File: src/design/red_pkg.sv
// Package for the rounded Euclidean distance core.
// Holds field widths, the square-root stage record and the one-step root function.
// Depends on nothing; used by design/rounded_euclidean_distance_core.sv.

package red_pkg;

    // Field and datapath widths.
    localparam int COORD_W    = 16;                  // input coordinate
    localparam int DIFF_W     = 16;                  // |a - b| of two coordinates
    localparam int SQ_W       = 2 * DIFF_W;          // one square
    localparam int SUM_W      = SQ_W + 2;            // dx*dx + dy*dy, rounded up to even
    localparam int ROOT_W     = SUM_W / 2;           // integer square root
    localparam int REM_W      = ROOT_W + 1;          // remainder never exceeds 2 * root
    localparam int SQRT_STEPS = ROOT_W;              // one root bit per stage
    localparam int DIST_W     = 17;                  // result field

    // Stream payload widths, padded to whole bytes.
    localparam int S_TDATA_W  = 4 * COORD_W;
    localparam int M_TDATA_W  = ((DIST_W + 7) / 8) * 8;

    // One stage of the digit-by-digit square root.
    typedef struct packed {
        logic              valid;
        logic [SUM_W-1:0]  rad;    // radicand bits not yet consumed, top-aligned
        logic [REM_W-1:0]  rem;    // partial remainder
        logic [ROOT_W-1:0] root;   // partial root
    } sqrt_stage_t;

    // One step of the restoring square root: bring down two radicand bits,
    // try the next root bit as one, and keep it if the trial fits.
    function automatic sqrt_stage_t sqrt_step(input sqrt_stage_t cur);
        logic [REM_W+1:0] rem_sh;
        logic [REM_W+1:0] trial;
        logic             fits;
        sqrt_stage_t      nxt;
        rem_sh    = {cur.rem, cur.rad[SUM_W-1 -: 2]};
        trial     = {1'b0, cur.root, 2'b01};
        fits      = (rem_sh >= trial);
        nxt.valid = cur.valid;
        nxt.rad   = {cur.rad[SUM_W-3:0], 2'b00};
        nxt.rem   = fits ? REM_W'(rem_sh - trial) : REM_W'(rem_sh);
        nxt.root  = {cur.root[ROOT_W-2:0], fits};
        return nxt;
    endfunction

endpackage

File: src/design/rounded_euclidean_distance_core.sv
// Rounded Euclidean distance core: streaming pipeline from two points to a distance.
// Depends on red_pkg for widths, the root stage record and the root step function.

// The core takes one point pair per clock while it is not stalled and returns
// floor(sqrt(dx^2 + dy^2) + 0.5) for each pair, in order. An item goes through 21
// register stages: absolute differences, two 16 by 16 squares, the 34-bit sum, 17
// stages of the bit-serial square root (one root bit per stage), and a final stage
// that rounds up when the remainder exceeds the root and drives m_tvalid.
// The sustained rate is one item per cycle while m_tready is high.
// When the output item is not taken the whole pipeline holds, so s_tready drops
// only while a finished item waits at the output and the sink is not ready.
// The core keeps no state between items; reset only clears the valid bits.

module rounded_euclidean_distance_core (
    input  logic                            aclk,
    input  logic                            aresetn,
    // Fields from bit 0 up: first_x[15:0], first_y[31:16],
    // second_x[47:32], second_y[63:48], each signed.
    input  logic [red_pkg::S_TDATA_W-1:0]   s_tdata,
    input  logic                            s_tvalid,
    output logic                            s_tready,
    // Fields from bit 0 up: distance[16:0], zero padding [23:17].
    output logic [red_pkg::M_TDATA_W-1:0]   m_tdata,
    output logic                            m_tvalid,
    input  logic                            m_tready
);

    // Pipeline advance: all stages move together unless the output item is stuck.
    logic advance;
    logic out_valid_reg;
    assign advance  = m_tready || !out_valid_reg;
    assign s_tready = advance;

    // Input field unpacking.
    logic signed [red_pkg::COORD_W-1:0] first_x, first_y, second_x, second_y;
    assign first_x  = s_tdata[0*red_pkg::COORD_W +: red_pkg::COORD_W];
    assign first_y  = s_tdata[1*red_pkg::COORD_W +: red_pkg::COORD_W];
    assign second_x = s_tdata[2*red_pkg::COORD_W +: red_pkg::COORD_W];
    assign second_y = s_tdata[3*red_pkg::COORD_W +: red_pkg::COORD_W];

    // Stage 1: absolute coordinate differences.
    logic                              diff_valid_reg, diff_valid_next;
    logic [red_pkg::DIFF_W-1:0]        dx_reg, dx_next, dy_reg, dy_next;
    logic signed [red_pkg::COORD_W:0]  raw_dx, raw_dy;

    always_comb begin
        raw_dx = {first_x[red_pkg::COORD_W-1], first_x}
               - {second_x[red_pkg::COORD_W-1], second_x};
        raw_dy = {first_y[red_pkg::COORD_W-1], first_y}
               - {second_y[red_pkg::COORD_W-1], second_y};
        diff_valid_next = s_tvalid;
        dx_next = raw_dx[red_pkg::COORD_W] ? red_pkg::DIFF_W'(-raw_dx)
                                           : red_pkg::DIFF_W'(raw_dx);
        dy_next = raw_dy[red_pkg::COORD_W] ? red_pkg::DIFF_W'(-raw_dy)
                                           : red_pkg::DIFF_W'(raw_dy);
    end

    // Stage 2: the two squares, one multiplier each.
    logic                       sq_valid_reg, sq_valid_next;
    logic [red_pkg::SQ_W-1:0]   dx_sq_reg, dx_sq_next, dy_sq_reg, dy_sq_next;

    always_comb begin
        sq_valid_next = diff_valid_reg;
        dx_sq_next    = dx_reg * dx_reg;
        dy_sq_next    = dy_reg * dy_reg;
    end

    // Stage 3: the exact sum, loaded as the first square-root stage.
    // Stages 4 to 20: one root bit each.
    red_pkg::sqrt_stage_t sqrt_reg  [0:red_pkg::SQRT_STEPS];
    red_pkg::sqrt_stage_t sqrt_next [0:red_pkg::SQRT_STEPS];

    always_comb begin
        sqrt_next[0].valid = sq_valid_reg;
        sqrt_next[0].rad   = red_pkg::SUM_W'(dx_sq_reg) + red_pkg::SUM_W'(dy_sq_reg);
        sqrt_next[0].rem   = '0;
        sqrt_next[0].root  = '0;
        for (int k = 0; k < red_pkg::SQRT_STEPS; k++) begin
            sqrt_next[k+1] = red_pkg::sqrt_step(sqrt_reg[k]);
        end
    end

    // Stage 21: round half up when the remainder exceeds the root.
    logic                        out_valid_next;
    logic [red_pkg::DIST_W-1:0]  distance_reg, distance_next;
    red_pkg::sqrt_stage_t        last;

    always_comb begin
        last           = sqrt_reg[red_pkg::SQRT_STEPS];
        out_valid_next = last.valid;
        distance_next  = red_pkg::DIST_W'(last.root)
                       + red_pkg::DIST_W'(red_pkg::REM_W'(last.root) < last.rem);
    end

    // Valid bits, cleared by reset. The root stages load as whole records here.
    always_ff @(posedge aclk) begin
        if (!aresetn) begin
            diff_valid_reg <= 1'b0;
            sq_valid_reg   <= 1'b0;
            out_valid_reg  <= 1'b0;
            for (int k = 0; k <= red_pkg::SQRT_STEPS; k++) begin
                sqrt_reg[k].valid <= 1'b0;
            end
        end else if (advance) begin
            diff_valid_reg <= diff_valid_next;
            sq_valid_reg   <= sq_valid_next;
            out_valid_reg  <= out_valid_next;
            for (int k = 0; k <= red_pkg::SQRT_STEPS; k++) begin
                sqrt_reg[k] <= sqrt_next[k];
            end
        end
    end

    // Payload registers, no reset.
    always_ff @(posedge aclk) begin
        if (advance) begin
            dx_reg       <= dx_next;
            dy_reg       <= dy_next;
            dx_sq_reg    <= dx_sq_next;
            dy_sq_reg    <= dy_sq_next;
            distance_reg <= distance_next;
        end
    end

    // Output item.
    assign m_tvalid = out_valid_reg;
    assign m_tdata  = red_pkg::M_TDATA_W'(distance_reg);

endmodule
File: config.mk
export PLATFORM = sky130hd
export DESIGN_NAME = rounded_euclidean_distance_core
export DESIGN_NICKNAME = d
export VERILOG_FILES = /design/src/design/red_pkg.sv /design/src/design/rounded_euclidean_distance_core.sv
export SDC_FILE = /design/constraint.sdc
export NUM_CORES = 2
export LEC_CHECK = 0
export BUFFER_PORTS_ARGS = -buffer_cell sky130_fd_sc_hd__clkbuf_2
export CAP_MARGIN = 0
export CORE_MARGIN = 2
export CORE_UTILIZATION = 30
export CTS_BUF_LIST = sky130_fd_sc_hd__clkbuf_4 sky130_fd_sc_hd__clkbuf_8 sky130_fd_sc_hd__clkbuf_16
export CTS_CLUSTER_SIZE = 28
export DETAILED_ROUTE_END_ITERATION = 10
export PLACE_DENSITY_LB_ADDON = 0.25
export SYNTH_ARGS = -nofsm -noshare
export SYNTH_HDL_FRONTEND = slang
export SYNTH_SLANG_ARGS = --single-unit
File: constraint.sdc
create_clock -name aclk -period 50.1 [get_ports aclk]
set_clock_uncertainty 0.2 [all_clocks]
set_input_delay 7.515 -clock aclk [delete_from_list [all_inputs] [get_ports aclk]]
set_output_delay 7.515 -clock aclk [all_outputs]
set_load 0.02 [all_outputs]
After elaboration in Yosys (flattened, before gate mapping)
Memories as Yosys holds them, arrays and structs flattened.
Cells that the tools add are included.
{ "totals": {"register_bits": 116, "mem_bits_rw": 1260, "inputBits": 68, "wordCells": 113, "memories": 1} }
{ "memory_table": {"columns": ["memory", "words", "word_bits", "read_ports", "rd_clocked_by_memory_dff", "wr", "line_no", "text"], "rows": [
  ["sqrt_reg", 18, 70, 18, 0, 18, "rounded_euclidean_distance_core.sv:70", "red_pkg::sqrt_stage_t sqrt_reg [0:red_pkg::SQRT_STEPS];"]
]} }
{ "op_classes": {"n_addsub": 23, "mul": 2, "magnitude_cmp": 18, "n_mux": 41, "bitwise": 18, "reduce_logical": 2} }
{ "op_table": {"columns": ["cell", "count"], "rows": [
  ["20-bit by 19-bit greater-or-equal comparator with 1-bit output", 17],
  ["18-bit 2-to-1 mux", 17],
  ["18-bit subtractor", 17],
  ["16-bit by 16-bit multiplier with 32-bit output", 2],
  ["16-bit by 16-bit subtractor with 17-bit output", 2],
  ["32-bit by 32-bit adder with 33-bit output", 1],
  ["16-bit 2-to-1 mux", 2],
  ["16-bit negation", 2],
  ["1-bit 2-to-1 mux", 22],
  ["17-bit by 18-bit < comparator with 1-bit output", 1],
  ["1-bit bitwise OR", 18],
  ["17-bit by 1-bit adder with 17-bit output", 1],
  ["1-bit zero test", 1],
  ["1-bit logical OR", 1]
]} }

Longest topological paths before layout
{ "depth": {"word_depth": 6, "ltp_mapped": 26, "mapped_depth_nobuf": 25} }

Worst setup path after synthesis
No wires, ideal clock.
{ "synth_path": {"path_type": "input -> register", "startpoint": "input m_tready", "endpoint": "memory sqrt_reg[0][35] (netlist name) (enable)", "setup_ps": 1192, "t_arrival_ps": 27743, "slack_ps": 20965, "path_stages": 4, "path_cell_list": "nor2b_1 > inv_1 > clkbuf_1 > and2_1"} }
{ "synth_lines": {"columns": ["item", "line_no", "text"], "rows": [
  ["from (decl)", "rounded_euclidean_distance_core.sv:25", "input logic m_tready"],
  ["to (decl)", "rounded_euclidean_distance_core.sv:70", null]
]} }

Final worst setup path
{ "layout_path": {"startpoint": "input m_tready", "endpoint": "output s_tready"} }
{ "layout_between": {"elab_chain_cells": 1} }
{ "layout_rtl": {"columns": ["item", "line_no", "text"], "rows": [
  ["1-bit logical OR", "rounded_euclidean_distance_core.sv:31", "assign advance = m_tready || !out_valid_reg;"],
  ["to (decl)", "rounded_euclidean_distance_core.sv:21", "output logic s_tready,"]
]} }
Every way passes these cells.

==> metrics.txt <==
# clock sinks slightly below 900; DR top layer met4; Simple-Gate Fraction of Synth Area 0.106; CTS Hold Bufs 0; Worst Slack Setup Final between 30,000 and 40,000 ps; vias per inst 4.45; row count 158; ys flop type edfxtp_1; FF-to-FF Start dx_reg[8]$_DFFE_PN_; Crit Path Class input pin to primary output; Hold Startpoint sqrt_reg[2][61]$_DFFE_PP_; #FFs+latches synth between 800 and 900; Worst-Skew Late Latency 710 ps; core area 185,000 um2; CTS tree yes; Fin. Hold Viols 0; Num CTS Buffers 96; Adder-Cell Fraction of Synth Area 0.220; remaining routing DRC violations 0; R2R cell count 25; fillers between 15,000 and 20,000; FF-to-FF End dx_sq_reg[31]$_DFFE_PN_; top cells by area, synth edfxtp_1 46%, fa_1 12%, ha_1 10%; CTS resizes 0; endpoints failing setup 0; GPL Wtd Cong between 0.8 and 0.9; Avg WL per Cell roughly 14 um; Setup Fix Bufs, Post-CTS 0; Hold Path Class register to register; max frequency roughly 0.06 GHz; crit path time final ~17,000 ps; Worst EP arrival between 8000 and 9000 ps; data required time of the worst path 42,380 ps; number of global-route vias before repair around 35,000; fraction of layout cells with a size suffix above 1 0.0676; H-tree depth 3; maxcap violations 0; Worst-path clk slew roughly 60 ps; total die area ~190,000 um2; critical path startpoint category input pin; Crit path top cell by count clkbuf_2; Synth area leader edfxtp_1; Top delay family on crit path buffers and inverters; mean post-synth cell area about 11 um2; post-route cell area approximately 62,000 um2; WL final between 100,000 and 150,000 um; register area share after synthesis 0.463; initial antenna violation count 2; Compound-Gate Fraction of Synth Area 0.0873; IO buf count between 80 and 90; CP Depth 5; hold depth 0; DP Worst Slack approximately 33,000 ps; end of the critical path s_tready; pin slew with the least headroom to its limit approximately 1100 ps; DRT iter0 DRCs roughly 1,800; area grow syn2layout 11.7%; run status complete, no violations; total track usage 0.113; EDFF count, synth about 850; TNS Setup 0 ps; starting density of the core 0.301; Final ANT Viol Nets 0; CTS root buf clkbuf_16; M1 WL between 40,000 and 50,000 um; share of the synthesized area in the top cell type 0.456; worst-path fanout max roughly 80; Largest register FFs roughly 750; CP max stage cell nor2b_1; post-synthesis cell area 55,800 um2; reg2reg setup slack 42,310 ps; Buf+Inv Stages, Crit Path 4; critical path launch point m_tready; Remaining Overflow, GRT 0; CTS Buffer Depth 3; nets@finish a little under 6,000; Rel. slew slack 0.249; DP Area around 60,000 um2; dpl hpwl 79,700 um; vias ~34,000; crit-path cells clkbuf_2 > nor2b_1 > buf_4 > inv_6 > clkbuf_2; Routed met2 length approximately 55,000 um; DIE HEIGHT between 400 and 500 um; Crit. End Element primary output; met3 WL slightly below 3000 um; largest family of logic cells by synthesized area adder cells; Die Wd 435 um; final period utilization 0.332; IO Pins 94; CP max stage delay roughly 430 ps; Slew Limit Fails 0; Synth warnings 0; mux share of post-synthesis cell area 0.00696; largest net degree at the start of global routing 158; Post-Synth XOR/XNOR Area 0.0537; global-route wire length before repair around 180,000 um; Async SR Flop Fraction 0; post-synth cell types 90; DR pass1 iterations 5; Post-Syn Instances 4,907; RSZ-0062 raised after global routing no
## synth_stat cells (6+ instances only)
cell type    n
o21a_1      71
inv_1      824
nor4b_1      6
a41o_1       6
fa_1       330
mux2_2      22
nand2_1    384
o211ai_1    12
and2_1     110
edfxtp_1   846
or3_1       28
ha_1       453
a21oi_1    207
a211oi_1    15
xor2_1     115
xnor2_1    227
o21ai_1     13
a21o_1      84
dfxtp_1     20
nor2_1     246
buf_4        7
nor3b_1      8
nor3_1      94
mux2i_1     14
clkbuf_1    74
o21ai_0    168
nand4_1     43
nor2b_1     60
and3_1      28
a31oi_1     16
buf_2       10
nand3b_1     8
or4_1        8
a211o_1     11
or2_2       21
nand3_1     57
nor4_1      29
nand2b_1    50
a31o_2       9
o21bai_1    16
o31ai_1     28
a21boi_0    42
## routing by layer
metal  GRT usage  vias to the layer above
met5           0                        -
met4      0.0380                        0
met3      0.0175                      162
met2       0.210                      395
met1       0.131                    16300
li1            -                    16900
## how the worst min path moves through the flow
stage,to,slack [ps]
2_1_floorplan,sqrt_reg[10][55]$_DFFE_PP_,200
6_report,sqrt_reg[3][63]$_DFFE_PP_,210
4_1_cts,sqrt_reg[3][63]$_DFFE_PP_,210
5_1_grt,sqrt_reg[10][58]$_DFFE_PP_,220
3_3_place_gp,sqrt_reg[5][68]$_DFFE_PP_,200
3_5_place_dp,sqrt_reg[11][62]$_DFFE_PP_,200
## placed cells by master, fill, tap and decap left out, drive strengths merged, types with 18 or more instances in the layout
master	instances
mux2	22
nand2b	51
dfxtp	20
clkbuf	208
clkinv	38
and2	110
or3	28
nand2	384
xnor2	227
and3	28
a211oi	18
o31ai	28
ha	453
edfxtp	846
buf	21
o21ai	183
nor4	32
nand4	43
nand3	57
xor2	115
o21a	71
nor2	246
a21o	84
or2	21
inv	833
a21boi	43
nor3	95
fa	330
a21oi	209
nor2b	60
## area by class of cell
type | count | area, um2 | share of cell area
well taps | 2480 | 3100 | 0.0498
multi-input cells | 3125 | 26500 | 0.426
flip-flops and latches | 866 | 25800 | 0.414
repair buffers | 107 | 601 | 0.00965
inverters | 826 | 3110 | 0.0499
diodes | 1 | 2.50 | 0.0000402
clock inverters | 54 | 509 | 0.00818
clock buffers | 122 | 2640 | 0.0424
## per-stage QoR
step / std cells / util / hold WS (ps)
3_3_place_gp: 7404 / 0.319 / 201
3_5_place_dp: 7404 / 0.319 / 205
4_1_cts: 7580 / 0.336 / 209
2_1_floorplan: 4913 / - / 200
6_report: 7581 / 0.336 / 211
5_1_grt: 7581 / 0.336 / 220
## logic make-up (layout without fill, tap and decap cells)
group,Yosys count,count (layout)
compound gates,753,753
other cells,1,8
simple gates,1204,1204
mux,36,36
xor+xnor,342,342
fa+ha+maj,783,783
buf+inv,922,1109
flops,866,866
Power is left out: the tool's default activity adds up to more than one toggle a clock period on the data nets, which glitch-free logic cannot reach.
